### src/hw/rtl/rdc_pkg.sv
`timescale 1ns / 1ps
`default_nettype none

package rdc_pkg;

  // Field and register widths fixed by the block's definition.
  localparam int DIGIT_W   = 4;
  localparam int RADIX_W   = 4;
  localparam int APB_ADDR_W = 3;
  localparam int APB_DATA_W = 32;

  // Bits of the dividend consumed by the long-division step in one cycle.
  localparam int CHUNK_BITS = 8;

  // Register map: the register index is byte address bit 2.
  localparam logic REG_RADIX = 1'b0;

  localparam logic [RADIX_W-1:0] RADIX_RESET = RADIX_W'(2);
  localparam logic [RADIX_W-1:0] RADIX_MIN   = RADIX_W'(2);
  localparam logic [RADIX_W-1:0] RADIX_MAX   = RADIX_W'(9);

  // Job handed from the front queue to the back end.
  typedef struct packed {
    logic valid;
    logic zero;
  } rdc_job_t;

  // Status of the back end, watched at the top level.
  typedef struct packed {
    logic dividing;
    logic rd_pend;
  } rdc_back_st_t;

  // Register values outside the useful range are clamped to the nearest base.
  function automatic logic [RADIX_W-1:0] eff_radix(input logic [RADIX_W-1:0] r);
    logic [RADIX_W-1:0] res;
    res = r;
    if (r < RADIX_MIN) begin
      res = RADIX_MIN;
    end else if (r > RADIX_MAX) begin
      res = RADIX_MAX;
    end
    return res;
  endfunction

endpackage

`default_nettype wire

### src/hw/rtl/rdc_ram.sv
`timescale 1ns / 1ps
`default_nettype none

module rdc_ram #(
  parameter int WIDTH = 4,
  parameter int DEPTH = 31
) (
  input  wire logic                     clk,
  input  wire logic                     we,
  input  wire logic [$clog2(DEPTH)-1:0] waddr,
  input  wire logic [WIDTH-1:0]         wdata,
  input  wire logic                     re,
  input  wire logic [$clog2(DEPTH)-1:0] raddr,
  output logic      [WIDTH-1:0]         rdata
);

  logic [WIDTH-1:0] mem [DEPTH];

  always_ff @(posedge clk) begin
    if (we) begin
      mem[waddr] <= wdata;
    end
    if (re) begin
      rdata <= mem[raddr];
    end
  end

endmodule

`default_nettype wire

### src/hw/rtl/rdc_front.sv
`timescale 1ns / 1ps
`default_nettype none

module rdc_front
  import rdc_pkg::*;
#(
  parameter int VALUE_BITS = 31
) (
  input  wire logic                  clk,
  input  wire logic                  rst,
  input  wire logic                  in_valid,
  output logic                       in_stall,
  input  wire logic [VALUE_BITS-1:0] value,
  output rdc_job_t                   job,
  output logic      [VALUE_BITS-1:0] job_value,
  input  wire logic                  pop
);

  // Two-entry queue; each entry carries the word and whether it is zero.
  logic [VALUE_BITS-1:0] val_q  [2];
  logic                  zero_q [2];
  logic                  wr_ptr;
  logic                  rd_ptr;
  logic [1:0]            cnt;
  logic                  push;

  assign in_stall  = (cnt == 2'd2);
  assign push      = in_valid && !in_stall;
  assign job.valid = (cnt != 2'd0);
  assign job.zero  = zero_q[rd_ptr];
  assign job_value = val_q[rd_ptr];

  always_ff @(posedge clk) begin
    if (rst) begin
      wr_ptr <= 1'b0;
      rd_ptr <= 1'b0;
      cnt    <= 2'd0;
    end else begin
      if (push) begin
        val_q[wr_ptr]  <= value;
        zero_q[wr_ptr] <= (value == '0);
        wr_ptr         <= !wr_ptr;
      end
      if (pop) begin
        rd_ptr <= !rd_ptr;
      end
      if (push && !pop) begin
        cnt <= cnt + 2'd1;
      end else if (pop && !push) begin
        cnt <= cnt - 2'd1;
      end
    end
  end

endmodule

`default_nettype wire

### src/hw/rtl/rdc_div.sv
`timescale 1ns / 1ps
`default_nettype none

module rdc_div
  import rdc_pkg::*;
(
  input  wire logic [RADIX_W-1:0]    radix,
  input  wire logic [DIGIT_W-1:0]    rem_in,
  input  wire logic [CHUNK_BITS-1:0] bits,
  output logic      [DIGIT_W-1:0]    rem_out,
  output logic      [CHUNK_BITS-1:0] quo
);

  // Restoring long division of a chunk by a base below ten; the partial
  // remainder never exceeds twice the base, so five bits suffice.
  always_comb begin
    logic [DIGIT_W:0] r;
    r   = {1'b0, rem_in};
    quo = '0;
    for (int i = CHUNK_BITS - 1; i >= 0; i--) begin
      r = {r[DIGIT_W-1:0], bits[i]};
      if (r >= {1'b0, radix}) begin
        r      = r - {1'b0, radix};
        quo[i] = 1'b1;
      end
    end
    rem_out = r[DIGIT_W-1:0];
  end

endmodule

`default_nettype wire

### src/hw/rtl/rdc_back.sv
`timescale 1ns / 1ps
`default_nettype none

module rdc_back
  import rdc_pkg::*;
#(
  parameter int VALUE_BITS = 31,
  parameter int MAX_DIGITS = 31
) (
  input  wire logic                  clk,
  input  wire logic                  rst,
  input  wire logic [RADIX_W-1:0]    radix,
  input  wire rdc_job_t              job,
  input  wire logic [VALUE_BITS-1:0] job_value,
  output logic                       pop,
  output logic                       out_valid,
  input  wire logic                  out_stall,
  output logic      [DIGIT_W-1:0]    digit,
  output logic                       last_digit,
  output rdc_back_st_t               st
);

  localparam int NCHUNK = (VALUE_BITS + CHUNK_BITS - 1) / CHUNK_BITS;
  localparam int WORK_W = NCHUNK * CHUNK_BITS;
  localparam int CI_W   = (NCHUNK > 1) ? $clog2(NCHUNK) : 1;
  localparam int CNT_W  = $clog2(MAX_DIGITS + 1);
  localparam int IDX_W  = $clog2(MAX_DIGITS);

  typedef enum logic [1:0] {
    S_IDLE,
    S_DIV,
    S_EMIT
  } state_t;

  state_t              state;
  logic [WORK_W-1:0]   work;
  logic [DIGIT_W-1:0]  rem;
  logic [CI_W-1:0]     ci;
  logic [CNT_W-1:0]    count;
  logic                zero_job;
  logic [IDX_W-1:0]    rd_idx;
  logic                rd_pend;
  logic                rd_last;

  logic [DIGIT_W-1:0]    rem_out;
  logic [CHUNK_BITS-1:0] quo;
  logic [WORK_W-1:0]     work_next;
  logic                  issue;
  logic                  we;
  logic [IDX_W-1:0]      waddr;
  logic [DIGIT_W-1:0]    wdata;
  logic [DIGIT_W-1:0]    rdata;

  rdc_div u_div (
    .radix  (radix),
    .rem_in (rem),
    .bits   (work[WORK_W-1 -: CHUNK_BITS]),
    .rem_out(rem_out),
    .quo    (quo)
  );

  rdc_ram #(
    .WIDTH(DIGIT_W),
    .DEPTH(MAX_DIGITS)
  ) u_store (
    .clk  (clk),
    .we   (we),
    .waddr(waddr),
    .wdata(wdata),
    .re   (issue),
    .raddr(rd_idx),
    .rdata(rdata)
  );

  // Quotient bits shift in at the bottom, so after all chunks the work
  // register holds the full quotient.
  assign work_next = (work << CHUNK_BITS) | WORK_W'(quo);
  assign pop       = (state == S_IDLE) && job.valid;
  assign st.dividing = (state == S_DIV);
  assign st.rd_pend  = rd_pend;

  always_comb begin
    issue = (state == S_EMIT) && !rd_pend && (!out_valid || !out_stall);
    we    = 1'b0;
    waddr = count[IDX_W-1:0];
    wdata = rem_out;
    if (state == S_DIV) begin
      if (zero_job) begin
        we    = 1'b1;
        waddr = '0;
        wdata = '0;
      end else if (ci == '0) begin
        we = 1'b1;
      end
    end
  end

  always_ff @(posedge clk) begin
    if (rst) begin
      state     <= S_IDLE;
      rd_pend   <= 1'b0;
      out_valid <= 1'b0;
    end else begin
      rd_pend <= issue;
      if (rd_pend) begin
        out_valid  <= 1'b1;
        digit      <= rdata;
        last_digit <= rd_last;
      end else if (out_valid && !out_stall) begin
        out_valid <= 1'b0;
      end

      unique case (state)
        S_IDLE: begin
          if (job.valid) begin
            work     <= WORK_W'(job_value);
            zero_job <= job.zero;
            rem      <= '0;
            ci       <= CI_W'(NCHUNK - 1);
            count    <= '0;
            state    <= S_DIV;
          end
        end
        S_DIV: begin
          if (zero_job) begin
            count  <= CNT_W'(1);
            rd_idx <= '0;
            state  <= S_EMIT;
          end else begin
            work <= work_next;
            if (ci == '0) begin
              count <= count + 1'b1;
              rem   <= '0;
              ci    <= CI_W'(NCHUNK - 1);
              if (work_next == '0 || count == CNT_W'(MAX_DIGITS - 1)) begin
                rd_idx <= count[IDX_W-1:0];
                state  <= S_EMIT;
              end
            end else begin
              rem <= rem_out;
              ci  <= ci - 1'b1;
            end
          end
        end
        S_EMIT: begin
          if (issue) begin
            rd_last <= (rd_idx == '0);
            if (rd_idx == '0) begin
              state <= S_IDLE;
            end else begin
              rd_idx <= rd_idx - 1'b1;
            end
          end
        end
        default: begin
          state <= S_IDLE;
        end
      endcase
    end
  end

endmodule

`default_nettype wire

### src/hw/rtl/radix_digit_converter_core.sv
`timescale 1ns / 1ps
// Binary to base-N digit converter, base 2 to 9 set by the radix register.
// Input channel: in_valid / in_stall carry one word, value, the integer to
// convert. A word is taken at a clock edge with in_valid high and in_stall
// low. A two-word queue sits in front, so words are taken while a result is
// still being worked on or waits at the output.
// Output channel: out_valid / out_stall carry one digit per word, most
// significant first; last_digit marks the least significant digit. A zero
// input gives a single digit 0 with last_digit set.
// Timing: the remainder is produced by long division, eight dividend bits per
// cycle. The digits are then read back from the digit store one at a time,
// a new read only once the previous one has landed in the output register,
// set by its registered read port. The first digit appears after all digits
// are known. A stalled output holds its word and the read-back pauses; the
// next item's division may start as soon as the last digit has been read.
// Reset (rst, synchronous) empties the queue, idles the back end, drops any
// pending output word and sets radix to 2. No clearing pass is needed.
// Configuration: APB register 0 (byte address 0) holds radix; values below
// 2 act as 2 and above 9 as 9. Write it only while the block is idle.
`default_nettype none

module radix_digit_converter_core
  import rdc_pkg::*;
#(
  parameter int VALUE_BITS = 31,
  parameter int MAX_DIGITS = 31
) (
  input  wire logic                  clk,
  input  wire logic                  rst,
  input  wire logic                  psel,
  input  wire logic                  penable,
  input  wire logic                  pwrite,
  input  wire logic [APB_ADDR_W-1:0] paddr,
  input  wire logic [APB_DATA_W-1:0] pwdata,
  output logic      [APB_DATA_W-1:0] prdata,
  output logic                       pready,
  input  wire logic                  in_valid,
  output logic                       in_stall,
  input  wire logic [VALUE_BITS-1:0] value,
  output logic                       out_valid,
  input  wire logic                  out_stall,
  output logic      [DIGIT_W-1:0]    digit,
  output logic                       last_digit
);

  logic [RADIX_W-1:0]    radix;
  logic [RADIX_W-1:0]    radix_eff;
  rdc_job_t              job;
  logic [VALUE_BITS-1:0] job_value;
  logic                  pop;
  rdc_back_st_t          back_st;

  // Configuration register. Address bits below bit 2 are ignored; bit 2 is
  // the register index, and only index 0 exists.
  assign pready = 1'b1;

  always_ff @(posedge clk) begin
    if (rst) begin
      radix <= RADIX_RESET;
    end else if (psel && penable && pwrite && pready && paddr[2] == REG_RADIX) begin
      radix <= pwdata[RADIX_W-1:0];
    end
  end

  assign prdata    = (paddr[2] == REG_RADIX) ? APB_DATA_W'(radix) : '0;
  assign radix_eff = eff_radix(radix);

  // Front end: takes words and marks the zero case.
  rdc_front #(
    .VALUE_BITS(VALUE_BITS)
  ) u_front (
    .clk      (clk),
    .rst      (rst),
    .in_valid (in_valid),
    .in_stall (in_stall),
    .value    (value),
    .job      (job),
    .job_value(job_value),
    .pop      (pop)
  );

  // Back end: repeated division into the digit store, then read-back.
  rdc_back #(
    .VALUE_BITS(VALUE_BITS),
    .MAX_DIGITS(MAX_DIGITS)
  ) u_back (
    .clk       (clk),
    .rst       (rst),
    .radix     (radix_eff),
    .job       (job),
    .job_value (job_value),
    .pop       (pop),
    .out_valid (out_valid),
    .out_stall (out_stall),
    .digit     (digit),
    .last_digit(last_digit),
    .st        (back_st)
  );

  // The back end only takes a job that the queue actually holds.
  a_pop_has_job: assert property (@(posedge clk) disable iff (rst)
    pop |-> job.valid)
    else $error("job taken from an empty queue");

  // A word accepted at the input leaves the queue non-empty.
  a_push_visible: assert property (@(posedge clk) disable iff (rst)
    (in_valid && !in_stall) |=> job.valid)
    else $error("accepted word missing from the queue");

  // A store read is only issued when the output register is free to take it.
  a_read_lands_free: assert property (@(posedge clk) disable iff (rst)
    back_st.rd_pend |-> !out_valid)
    else $error("store read would overwrite a waiting output word");

  // Read-back of one item never overlaps the division of the next.
  a_no_read_in_div: assert property (@(posedge clk) disable iff (rst)
    back_st.dividing |-> !back_st.rd_pend)
    else $error("store read outstanding while dividing");

endmodule

`default_nettype wire

### config.mk
export PLATFORM = sky130hd
export DESIGN_NAME = radix_digit_converter_core
export DESIGN_NICKNAME = d
export VERILOG_FILES = /design/src/hw/rtl/rdc_pkg.sv /design/src/hw/rtl/rdc_ram.sv /design/src/hw/rtl/rdc_front.sv /design/src/hw/rtl/rdc_div.sv /design/src/hw/rtl/rdc_back.sv /design/src/hw/rtl/radix_digit_converter_core.sv
export SDC_FILE = /design/constraint.sdc
export NUM_CORES = 1
export LEC_CHECK = 0
export BUFFER_PORTS_ARGS = -buffer_cell sky130_fd_sc_hd__buf_2
export CAP_MARGIN = 25
export CORE_MARGIN = 8
export CORE_UTILIZATION = 60
export DETAILED_ROUTE_END_ITERATION = 7
export GPL_TIMING_DRIVEN = 0
export PLACE_DENSITY = 0.8
export REMOVE_ABC_BUFFERS = 1
export SETUP_SLACK_MARGIN = 0.05
export SLEW_MARGIN = 20
export SYNTH_ARGS = -nofsm -noshare
export SYNTH_HDL_FRONTEND = slang
export SYNTH_SLANG_ARGS = --single-unit
### constraint.sdc
create_clock -name clk -period 20 [get_ports clk]
set_clock_uncertainty 0.15 [all_clocks]
set_input_delay 2 -clock clk [delete_from_list [all_inputs] [get_ports clk]]
set_output_delay 2 -clock clk [all_outputs]
set_load 0.05 [all_outputs]
**After elaboration in Yosys (flattened, before gate mapping)**

Memories as Yosys holds them, arrays and structs flattened. A register that Yosys moved wholly into a read port is not among the register bits.
Index checks and enable logic that the tools add are counted.

- Word-level logic and storage cells: 157
- Bits in registers: 66
- Input port bits: 73
- Memory bits (writable): 188
- Memories: 3
- Output and inout port bits: 40

Memory list:

| memory | words | bits a word | rd ports | clocked after Yosys merged registers in | wr ports | line | text |
|---|---|---|---|---|---|---|---|
| u_back.u_store.mem | 31 | 4 | 1 | 1 | 1 | rdc_ram.sv:17 | `logic [WIDTH-1:0] mem [DEPTH];` |
| u_front.val_q | 2 | 31 | 1 | 1 | 1 | rdc_front.sv:20 | `logic [VALUE_BITS-1:0] val_q [2];` |
| u_front.zero_q | 2 | 1 | 1 | 1 | 1 | rdc_front.sv:21 | `logic zero_q [2];` |

- $add $sub $neg: 13
- Eq/ne operators: 11
- Bitwise operators: 3
- Order comparisons: 10
- Muxes and demuxes: 65
- Reductions and logical operators: 37

Operators with widths:

| operator | number |
|---|---|
| 32-bit two-way mux | 2 |
| 4-bit two-way mux | 16 |
| 32-bit case mux with 2 select lines | 1 |
| 5-bit two-way mux | 10 |
| 5-bit by 4-bit >= comparator with 1-bit output | 8 |
| 32-bit logical NOT | 1 |
| 32-bit by 8-bit bitwise OR with 32-bit output | 1 |
| 4-bit subtractor | 8 |
| 31-bit logical NOT | 1 |
| 2-bit two-way mux | 11 |
| 1-bit two-way mux | 20 |
| 5-bit case mux with 2 select lines | 2 |
| 1-bit logical AND | 10 |
| 2-bit nonzero test | 5 |
| 1-bit logical NOT | 8 |
| 4-bit case mux with 2 select lines | 1 |
| 4-bit AND reduction | 2 |
| 2-bit != test, second input constant | 3 |
| 3-bit by 1-bit != test with 1-bit output, second input constant | 2 |
| 2-bit case mux with 3 select lines | 1 |
| 3-bit AND reduction | 2 |
| 6-bit AND reduction | 1 |
| 5-bit by 1-bit adder with 5-bit output, second input constant | 1 |
| 5-bit equality test, second input constant | 1 |
| 15 further kinds | 21 |

**Longest topological paths before layout**

Gate-level depths: netlist of the first run.

- Word-level depth: 26
- Gate-level depth with buffers: 72
- Mapped depth without buffers: 71

**Hierarchy**

Synthesis of the first run repeated with hierarchy kept, for this count alone.

- Cells, all modules: 957
- Area total of the unflattened synthesis: 12797.3 um^2

By module, submodules not included:

| module | area an instance (um^2) | seq. area each (um^2) | instances | cells each |
|---|---|---|---|---|
| rdc_ram | 5163.7 | 3843.7 | 1 | 285 |
| rdc_back | 2755.1 | 1731.7 | 1 | 260 |
| rdc_front | 2600.0 | 2021.9 | 1 | 137 |
| rdc_div | 1804.2 | 0.0 | 1 | 215 |
| radix_digit_converter_core | 474.2 | 80.1 | 1 | 60 |

**Least setup slack after synthesis of the first run**

Ideal clock, no wire load.

- Path kind: reg-to-reg
- From: reg radix[3]
- To: mem u_back.u_store.mem[0][0], data pin
- Required time: 19470 ps
- Buffers on the path: 2
- Cell stages (with the launch flop): 63
- Clock period less this slack: 13365 ps
- Setup slack: 6635 ps
- Arrival: 12835 ps
- Cell sequence: dfxtp_1 > inv_1 > nand2_1 > ha_1 > o21ai_0 > and2_1 > nor2_2 > mux2_2 > inv_1 > ha_1 > a211oi_1 > o211ai_1 > or3_4 > buf_2 > o21ai_0 > inv_1 > ha_1 > nor2b_1 > [27 not listed] > inv_1 > ha_1 > nor2b_1 > o21ai_0 > nand2b_1 > a31o_2 > a21o_1 > a221oi_4 > a21oi_1 > or2_2 > ha_1 > o21ai_0 > nand2b_1 > a21o_1 > a21o_1 > a311oi_2 > buf_6 > mux2i_1

- Cells in the longest elaborated chain, start to end: 21
- Elaborated cells on any way between the ends: 30

RTL lines:

| item | line | text |
|---|---|---|
| start: declaration | radix_digit_converter_core.sv:46 | `logic [RADIX_W-1:0] radix;` |
| start signal: assignment | radix_digit_converter_core.sv:61 | `radix <= pwdata[RADIX_W-1:0];` |
| 4-bit > comparator | rdc_pkg.sv:40 | `end else if (r > RADIX_MAX) begin` |
| 4-bit two-way mux | rdc_pkg.sv:40 |  |
| 4-bit two-way mux * | rdc_pkg.sv:38 | `if (r < RADIX_MIN) begin` |
| 4-bit subtractor or 5-bit by 4-bit >= comparator with 1-bit output (tied branches) | rdc_div.sv:23, rdc_div.sv:22 |  |
| 4-bit two-way mux | rdc_div.sv:22 | `if (r >= {1'b0, radix}) begin` |
| 4-bit subtractor or 5-bit by 4-bit >= comparator with 1-bit output (tied branches) | rdc_div.sv:23, rdc_div.sv:22 |  |
| 4-bit two-way mux | rdc_div.sv:22 |  |
| 4-bit subtractor or 5-bit by 4-bit >= comparator with 1-bit output (tied branches) | rdc_div.sv:23, rdc_div.sv:22 |  |
| [6 not listed] | - |  |
| 4-bit two-way mux | rdc_div.sv:22 |  |
| 4-bit subtractor or 5-bit by 4-bit >= comparator with 1-bit output (tied branches) | rdc_div.sv:23, rdc_div.sv:22 |  |
| 4-bit two-way mux | rdc_div.sv:22 |  |
| 5-bit by 4-bit >= comparator with 1-bit output | rdc_div.sv:22 |  |
| 4-bit two-way mux * | rdc_div.sv:22 |  |
| 4-bit two-way mux | rdc_back.sv:88 | `if (zero_job) begin` |
| 4-bit two-way mux * | rdc_back.sv:87 | `if (state == S_DIV) begin` |
| via u_back.u_store.wdata[0] | rdc_ram.sv:11 | `input wire logic [WIDTH-1:0] wdata,` |
| end: declaration | rdc_ram.sv:17 |  |

The timed path passes the listed nets; every way through them passes the cells marked *.

**Worst setup path after layout of the first run**

- From: reg radix[3]
- To: mem u_back.u_store.mem[5][2], data pin

- Cells in the longest elaborated chain, start to end: 21
- Elaborated cells on any way between the ends: 30

RTL lines:

| item | line |
|---|---|
| 4-bit > comparator | rdc_pkg.sv:40 |
| 4-bit two-way mux | rdc_pkg.sv:40 |
| 4-bit two-way mux * | rdc_pkg.sv:38 |
| 4-bit subtractor or 5-bit by 4-bit >= comparator with 1-bit output (tied branches) | rdc_div.sv:23, rdc_div.sv:22 |
| 4-bit two-way mux | rdc_div.sv:22 |
| 4-bit subtractor or 5-bit by 4-bit >= comparator with 1-bit output (tied branches) | rdc_div.sv:23, rdc_div.sv:22 |
| 4-bit two-way mux | rdc_div.sv:22 |
| 4-bit subtractor or 5-bit by 4-bit >= comparator with 1-bit output (tied branches) | rdc_div.sv:23, rdc_div.sv:22 |
| [6 not listed] | - |
| 4-bit two-way mux | rdc_div.sv:22 |
| 5-bit by 4-bit >= comparator with 1-bit output or 4-bit subtractor (tied branches) | rdc_div.sv:22, rdc_div.sv:23 |
| 4-bit two-way mux | rdc_div.sv:22 |
| 4-bit subtractor or 5-bit by 4-bit >= comparator with 1-bit output (tied branches) | rdc_div.sv:23, rdc_div.sv:22 |
| 4-bit two-way mux * | rdc_div.sv:22 |
| 4-bit two-way mux | rdc_back.sv:88 |
| 4-bit two-way mux * | rdc_back.sv:87 |
| via u_back.u_store.wdata[2] | rdc_ram.sv:11 |

Marked as above.

==> results of run 1 <==
## stage by stage
stage               std cells  instance area, sq um  setup slack (ns)   util
detailed placement       1195                 13200              4.58  0.649
global placement         1171                 12800              3.64  0.630
global route             1243                 14000              3.29  0.688
floorplan                 848                 12200              6.41      -
CTS                      1243                 14000              4.49  0.688
finish                   1243                 14000              4.43  0.688
## state kept, by name, summed over array words and instances (netlist names), 2 cells and up, named ones only
signal                cells
radix                     4
u_back.ci                 2
u_back.count              5
u_back.digit              4
u_back.rd_idx             5
u_back.rem                4
u_back.state              2
u_back.u_store.mem      124
u_back.u_store.rdata      4
u_back.work              32
u_front.cnt               2
u_front.val_q            62
u_front.zero_q            2
## path summary, 6_finish.rpt
| path | to | from |
|---|---|---|
| worst max-delay path | u_back.u_store.mem[5][2] | radix[3] |
| worst min-delay path | u_back.digit[0] | u_back.u_store.rdata[0] |
| worst max register to register | u_back.u_store.mem[5][2] | radix[3] |
| worst min register to register | u_back.digit[0] | u_back.u_store.rdata[0] |
## layout by cell type, fill, tap and decap left out, drive strengths merged, types with 14 or more instances in the layout
cell type,instances
edfxtp,247
buf,77
o21ai,65
nand2,61
nor2,56
mux2i,46
ha,38
mux4,36
clkbuf,35
inv,34
conb,29
a21oi,27
xor2,15
nand2b,14
nor4,14
## area by class of cell
type | instances | area, sq um | area share
timing repair buffer | 77 | 574 | 0.0411
multi-input combinational | 554 | 4460 | 0.319
inverter | 34 | 128 | 0.00914
sequential | 260 | 7680 | 0.550
clock buffer | 35 | 716 | 0.0513
tap | 270 | 338 | 0.0242
clock inverter | 13 | 71.3 | 0.00511
## cell usage after synthesis (13+ instances only)
| library cell | number |
|---|---|
| a21o_1 | 13 |
| a21oi_1 | 25 |
| buf_4 | 29 |
| clkbuf_1 | 26 |
| dfxtp_1 | 13 |
| edfxtp_1 | 247 |
| ha_1 | 38 |
| inv_1 | 34 |
| mux2i_1 | 45 |
| mux4_2 | 36 |
| nand2_1 | 61 |
| nand2b_1 | 14 |
| nor2_1 | 54 |
| nor2b_1 | 13 |
| nor3_1 | 13 |
| nor4_1 | 14 |
| o21ai_0 | 58 |
| xor2_1 | 15 |
## metal layers
layer  up-vias  share of wire
li1       3442              -
met3        68          0.080
met4         0          0.022
met2       390           0.49
met1      3683           0.41
met5         -              0
## cell families (layout without fill, tap and decap cells)
family | count (synthesis) | after routing | synth area share
multiplexers | 92 | 92 | 0.112
AND/OR/NAND/NOR | 218 | 218 | 0.0874
buffers and inverters | 99 | 159 | 0.0394
other | 2 | 29 | 0.000604
AO/OA/AOI/OAI | 145 | 145 | 0.0754
flip-flops | 260 | 260 | 0.617
XOR/XNOR | 24 | 24 | 0.0169
adder cells (fa/ha/maj) | 46 | 46 | 0.0511
## critical path: cells and delay by family, from the launching register on
| kind | cells | cell delay, ns |
|---|---|---|
| buf+inv | 6 | 0.69 |
| simple gates | 15 | 2.76 |
| mux | 3 | 1.77 |
| fa+ha+maj | 8 | 2.39 |
| compound gates | 31 | 7.13 |
| flops | 1 | 0.35 |
==> results.toml, run 1 <==
[clock_tree]
cts_made_buffers = 26
clockBufferDepth = 3
root_buffer = "clkbuf_16"
htreeDepth = 1
cts_resized = 0
insertion_delay_ns = 0.52
cts_hold_buf = 0
cts_setup_buffers = 0
cts_tree = "yes"
clkTransAtPathRegs_ns = 0.06
cts_sinks = 260

[worst_setup_path]
arrival_ns = 15.60
r2r_slack_ns = 4.43
slowest_stage = "mux2i_4"
endpoint_kind = "flop"
cpPeakStageDelay_ns = 0.92
start_kind = "flop"
worst-path-max-fanout = 31
crit_type = "flop to flop"
crit_required_ns = 20.03
r2r_cells = 63
cpMostUsedCell = "ha_1"

[placed_design]
dp_hpwl_microns = 17900
io_buffers = 53
gp_congestion = 0.816

[finish]
diodes = 0
syn_to_final_growth_pct = 12.3
drive_gt1_frac = 0.190
num-fill-cells = 1315
layout.nets = 1072

[routing]
routed_via_density = 6.10
drt_pre_antenna_iters = 7
vias = 7583
drc = 0
final_antenna_net_count = 0
drtIter0Drc = 666
drt_wl_total_microns = 26600
wire_per_inst_microns = 21.4

[grt]
use_met2 = 0.347
grt_pass1_vias = 7849
grt_use_met3 = 0.0373
overflow = 0
use_met1 = 0.265
grt_util_all_layers = 0.204
top_usage_layer = "met2"
grt_antenna_before_repair = 0
grt_max_degree = 37
grt_pass1_wl_microns = 42000

[die]
core.rowCount = 52
die_y_microns = 160
core_sq_um = 20300
io_pins = 113
fp.dieArea_sq_um = 25600
die_w_microns = 160
initial_core_util = 0.613

[timing]
tightest_slew_ns = 0.979
finalHoldViolations = 0
slew_viol_final = 0
holdWs_ns = 0.269
min_period_over_period = 0.779
period_minus_slack_ns = 15.57
setup_viol_count_final = 0
slew_headroom = 0.347
grt_setup_unrepaired = "false"
fmax_mhz = 64.2
fin_tns_setup_ns = 0

[synthesis]
postSynthCellCount = 886
synth-async-reset-ratio = 0
synth_top_area_share = 0.596
syn_area_sq_um = 12400
synth_seq_cells = 260
ys_warn_count = 0
yosysUniqueCellTypes = 72
synth_edf_count = 247
ys.flop_type = "edfxtp_1"
ys_seq_area_frac = 0.617
synth_area_leader_cell = "edfxtp_1"
ys_top_cells_by_area = "edfxtp_1 60%, mux4_2 6.5%, ha_1 3.8%"
postSynthAreaPerCell_sq_um = 14.0

[job]
drv_cap = 0

[status]
status = "complete, no violations"

[hold_path]
hold_class = "flop to flop"
hold_path_depth = 0
Power of run 1 is left out: the tool's default activity adds up to more than one toggle a clock period on the data nets, which glitch-free logic cannot reach.
==> run 2: changes to the inputs <==
--- a/config.mk
+++ b/config.mk
@@ -5,6 +5,7 @@
 export SDC_FILE = /design/constraint.sdc
 export NUM_CORES = 1
 export LEC_CHECK = 0
+export ABC_AREA = 1
 export BUFFER_PORTS_ARGS = -buffer_cell sky130_fd_sc_hd__buf_2
 export CAP_MARGIN = 25
 export CORE_MARGIN = 8
==> constraint.sdc (replaced) <==
create_clock -name clk -period 16.33 [get_ports clk]
set_clock_uncertainty 0.15 [all_clocks]
set_input_delay 1.633 -clock clk [delete_from_list [all_inputs] [get_ports clk]]
set_output_delay 1.633 -clock clk [all_outputs]
set_load 0.05 [all_outputs]
==> run 2 against run 1 <==
  * Synthesized cell count up 32%
  * Setup slack worse by 2.2 ns
  * First-iteration DRC count up 24%
  * Hold slack worse by 0.0049 ns
  * Sequential cell count unchanged
  * Maximum frequency up 11%
  * Cell count up 23%
  * Synthesized area up 1.3%
  * Wire length up 2.4%
  * Non-clock buffer count down 6
  * Sequential share of layout area down 0.52 points
  * Global-route usage up 0.24 points
==> results.toml, run 2 <==
[status]
status = "complete, no violations"

[routing]
wl_met2_microns = 13200
wl_met1_microns = 11000
drt_pre_antenna_iters = 6
top_layer = "met4"
drc = 0
drtIter0Drc = 824
routed_via_density = 5.81
wire_per_inst_microns = 17.9
vias = 8866
drt_wl_total_microns = 27200
route.met3.wl_microns = 2370
final_antenna_net_count = 0

[clock_tree]
cts_hold_buf = 0
cts_made_buffers = 26
cts_resized = 0
cts_setup_buffers = 0
clockBufferDepth = 3
root_buffer = "clkbuf_16"
cts_tree = "yes"
cts_sinks = 260
clkTransAtPathRegs_ns = 0.06
htreeDepth = 1
insertion_delay_ns = 0.53

[grt]
grt_max_degree = 64
grt_pass1_vias = 8616
overflow = 0
grt_pass1_wl_microns = 43700
grt_util_all_layers = 0.207
grt_antenna_before_repair = 0

[finish]
final_area_sq_um = 14100
syn_to_final_growth_pct = 11.9
layout.nets = 1350
largest_reg_flops = 124
regMostFlops = "u_back.u_store.mem"
drive_gt1_frac = 0.126
multi_input_area_sq_um = 4220
seq_area_sq_um = 7680
num-fill-cells = 1480
reg.largest.list = "u_back.u_store.mem (124), u_front.val_q (62), u_back.work (32)"
final_common_cell = "edfxtp_1"
diodes = 0
final_cell_mix = "247 x edfxtp_1, 159 x nand2_1, 140 x nor2_1"

[synthesis]
synth-async-reset-ratio = 0
synth_top_area_share = 0.589
ys_seq_area_frac = 0.609
ys_top_cells_by_area = "edfxtp_1 59%, nand2_1 4.7%, o21ai_0 4.7%"
synth_seq_cells = 260
synth_most_common_cell = "edfxtp_1"
postSynthCellCount = 1169
ys_warn_count = 0
synth_edf_count = 247
postSynthAreaPerCell_sq_um = 10.8
ys.flop_type = "edfxtp_1"
synth_common_cells = "247 x edfxtp_1, 159 x nand2_1, 147 x nor2_1"
synth_area_leader_cell = "edfxtp_1"
syn_area_sq_um = 12600
yosysUniqueCellTypes = 52

[timing]
slew_headroom = 0.408
period_minus_slack_ns = 14.08
slew_viol_final = 0
finalHoldViolations = 0
setup_viol_count_final = 0
fin_tns_setup_ns = 0
tightest_slew_ns = 0.882
min_period_over_period = 0.862
fmax_mhz = 71.0
fin_ws_ns = 2.25
grt_setup_unrepaired = "false"

[die]
initial_core_util = 0.605
fp.dieArea_sq_um = 25900
core_sq_um = 20800
die_y_microns = 161
io_pins = 113
core.rowCount = 53
die_w_microns = 161

[worst_setup_path]
arrival_ns = 14.14
slowest_stage = "a21oi_2"
cpPeakStageDelay_ns = 0.59
r2r_slack_ns = 2.25
worst-path-max-fanout = 31
crit_type = "flop to flop"
start_kind = "flop"
crit_required_ns = 16.40
cpMostUsedCell = "nand2_1"
endpoint_kind = "flop"

[placed_design]
io_buffers = 53
place_area_sq_um = 13200
dp_hpwl_microns = 18600
pre_cts_slack_ns = 2.23
gp_congestion = 0.874

[job]
drv_cap = 0

[hold_path]
hold_class = "flop to flop"
[run 2: logic make-up after synthesis]
group	share of synthesized area
flops	0.609
fa+ha+maj	0.0505
other cells	0.000596
xor+xnor	0.0111
simple gates	0.148
compound gates	0.106
buf+inv	0.0685
mux	0.00646
[run 2: critical path, delay by kind of cell (launching register included)]
family	cells	cell delay, ns
simple gates	37	5.26
compound gates	19	4.46
fa+ha+maj	8	2.48
flops	1	0.33
buf+inv	9	1.07
[run 2: area by class of cell]
type / instances / share of cell area
Tap cell: 275 / 0.0244
Inverter: 137 / 0.0366
Sequential cell: 260 / 0.545
Timing Repair Buffer: 71 / 0.0356
Clock buffer: 35 / 0.0515
Multi-Input combinational cell: 735 / 0.299
Clock inverter: 12 / 0.00799
[run 2: metrics by stage]
stage	hold WS, ns	std cells	utilization
CTS	0.257	1522	0.673
global placement	0.252	1460	0.622
floorplan	0.250	1132	-
detailed placement	0.256	1475	0.633
global route	0.279	1525	0.677
finish	0.264	1525	0.677
[run 2: path summary, 6_finish.rpt]
kind              depth (start not counted)      startpoint                        to
setup / recovery                         73        radix[1]  u_back.u_store.mem[2][2]
hold / removal                            0  u_back.rd_last         u_back.last_digit
setup reg to reg                         73        radix[1]  u_back.u_store.mem[2][2]
hold reg to reg                           0  u_back.rd_last         u_back.last_digit
[run 2: routing by layer]
layer / global-route usage / vias up
met4: 0.0581 / 0
met5: 0 / -
met1: 0.274 / 4192
met2: 0.344 / 444
met3: 0.0361 / 67
li1: - / 4163
Power of run 2 is left out for the same reason.
==> run 3: changes to the inputs <==
--- a/config.mk
+++ b/config.mk
@@ -10,9 +10,10 @@
 export CAP_MARGIN = 25
 export CORE_MARGIN = 8
 export CORE_UTILIZATION = 60
+export CTS_CLUSTER_SIZE = 30
 export DETAILED_ROUTE_END_ITERATION = 7
 export GPL_TIMING_DRIVEN = 0
-export PLACE_DENSITY = 0.8
+export PLACE_DENSITY = 0.77
 export REMOVE_ABC_BUFFERS = 1
 export SETUP_SLACK_MARGIN = 0.05
 export SLEW_MARGIN = 20
==> run 3 against run 2 <==
  * Core utilization grew 0.12 points
  * Global-route usage shrank 0.60 points
  * Final area grew 0.18%
  * Cell count grew 0.13%
  * Sequential share of layout area shrank 0.096 points
  * Critical path depth grew 1
  * Sequential cell count is the same
  * Highest routed layer unchanged
  * Setup slack lost 0.074 ns
  * First-iteration DRC count is the same
  * Hold slack gained 0.0075 ns
  * Via count shrank 2.4%
  * Non-clock buffer count grew 2
==> results.toml, run 3 (synthesis results as in run 2) <==
[placed_design]
place_inst = 1476
place_area_sq_um = 13200
io_buffers = 53
dp_hpwl_microns = 18200
gp_congestion = 0.873

[clock_tree]
insertion_delay_ns = 0.52
root_buffer = "clkbuf_16"
cts_setup_buffers = 0
cts_resized = 0
htreeDepth = 1
clkTransAtPathRegs_ns = 0.06
cts_tree = "yes"
cts_sinks = 260
cts_made_buffers = 26
cts_hold_buf = 0
clockBufferDepth = 3

[worst_setup_path]
start_kind = "flop"
r2r-start = "radix[1]"
crit_type = "flop to flop"
timing.rr.end = "u_back.u_store.mem[4][1]"
r2r_slack_ns = 2.18
endpoint_kind = "flop"
cpPeakStageDelay_ns = 0.63
r2r_cells = 74
worst-path-max-fanout = 31
arrival_ns = 14.21
crit_required_ns = 16.38
cpMostUsedCell = "nand2_1"
slowest_stage = "nor2_4"

[finish]
largest_reg_flops = 124
reg.largest.list = "u_back.u_store.mem (124), u_front.val_q (62), u_back.work (32)"
syn_to_final_growth_pct = 12.1
fin_util = 0.678
layout.nets = 1352
diodes = 0
final_area_sq_um = 14100
instances_no_fill = 1527
final_common_cell = "edfxtp_1"
final_cell_mix = "247 x edfxtp_1, 159 x nand2_1, 141 x nor2_1"
regMostFlops = "u_back.u_store.mem"
num-fill-cells = 1492
drive_gt1_frac = 0.129

[timing]
grt_setup_unrepaired = "false"
slew_viol_final = 0
period_minus_slack_ns = 14.15
setup_viol_count_final = 0
fin_tns_setup_ns = 0
finalHoldViolations = 0
slew_headroom = 0.403
tightest_slew_ns = 0.890
fmax_mhz = 70.7
min_period_over_period = 0.867

[hold_path]
hold_class = "flop to flop"
min_from = "u_back.u_store.rdata[2]"
holdPathEnd = "u_back.digit[2]"
hold_path_depth = 0

[routing]
drt_wl_total_microns = 26500
drtIter0Drc = 824
wire_per_inst_microns = 17.3
drc = 0
final_antenna_net_count = 0
drt_pre_antenna_iters = 5
routed_via_density = 5.66
vias = 8649

[grt]
overflow = 0
grt_antenna_before_repair = 0
grt_pass1_wl_microns = 42000
grt_util_all_layers = 0.201
grt_max_degree = 50
grt_pass1_vias = 8275

[die]
core.rowCount = 53
io_pins = 113
die_w_microns = 161
core_sq_um = 20800
initial_core_util = 0.605
die_y_microns = 161
fp.dieArea_sq_um = 25900

[job]
drv_cap = 0

[status]
status = "complete, no violations"
==> run 3: cell count changes in the layout (fill, tap and decap cells not counted), sizes merged <==
cell / change
buf: +2
clkinv: +2
clkinvlp: +2
clkbuf: -4
==> run 3: worst max-delay path, delay by kind of cell (launching register included) <==
| kind | cells | cell delay [ns] |
|---|---|---|
| AND/OR/NAND/NOR | 36 | 5.27 |
| AO/OA/AOI/OAI | 20 | 4.44 |
| adder cells (fa/ha/maj) | 8 | 2.57 |
| buffers and inverters | 10 | 1.08 |
| flip-flops | 1 | 0.33 |
==> run 3: per-layer routing <==
layer | vias up | global-route usage | share of wire
li1 | 4168 | - | -
met5 | - | 0 | 0
met2 | 367 | 0.333 | 0.47
met1 | 4075 | 0.269 | 0.43
met3 | 39 | 0.0338 | 0.082
met4 | 0 | 0.0535 | 0.018
==> run 3: how the worst max path moves through the flow <==
| stage | from | endpoint | slack, ns | depth (start not counted) |
|---|---|---|---|---|
| 2_1_floorplan | radix[1] | u_back.u_store.mem[0][2] | 3.46 | 74 |
| 3_3_place_gp | radix[1] | u_back.u_store.mem[4][1] | 0.72 | 73 |
| 3_5_place_dp | radix[1] | u_back.u_store.mem[4][1] | 2.21 | 71 |
| 6_report | radix[1] | u_back.u_store.mem[4][1] | 2.18 | 74 |
| 5_1_grt | radix[1] | u_back.u_store.mem[5][1] | 0.71 | 72 |
| 4_1_cts | radix[1] | u_back.u_store.mem[4][1] | 2.14 | 71 |
==> run 3: cell type report <==
type / count / area, sq um / share of cell area
Clock buffer: 31 / 691 / 0.0489
Clock inverter: 16 / 138 / 0.00975
Inverter: 137 / 515 / 0.0365
Multi-Input combinational cell: 735 / 4210 / 0.298
Sequential cell: 260 / 7680 / 0.544
Tap cell: 275 / 344 / 0.0244
Timing Repair Buffer: 73 / 539 / 0.0382
==> run 3: stage by stage <==
stage | setup WS, ns | hold WS, ns
finish | 2.18 | 0.271
detailed placement | 2.21 | 0.257
CTS | 2.14 | 0.271
global route | 0.708 | 0.274
global placement | 0.716 | 0.253
floorplan | 3.46 | 0.250
Power of run 3 is left out for the same reason.
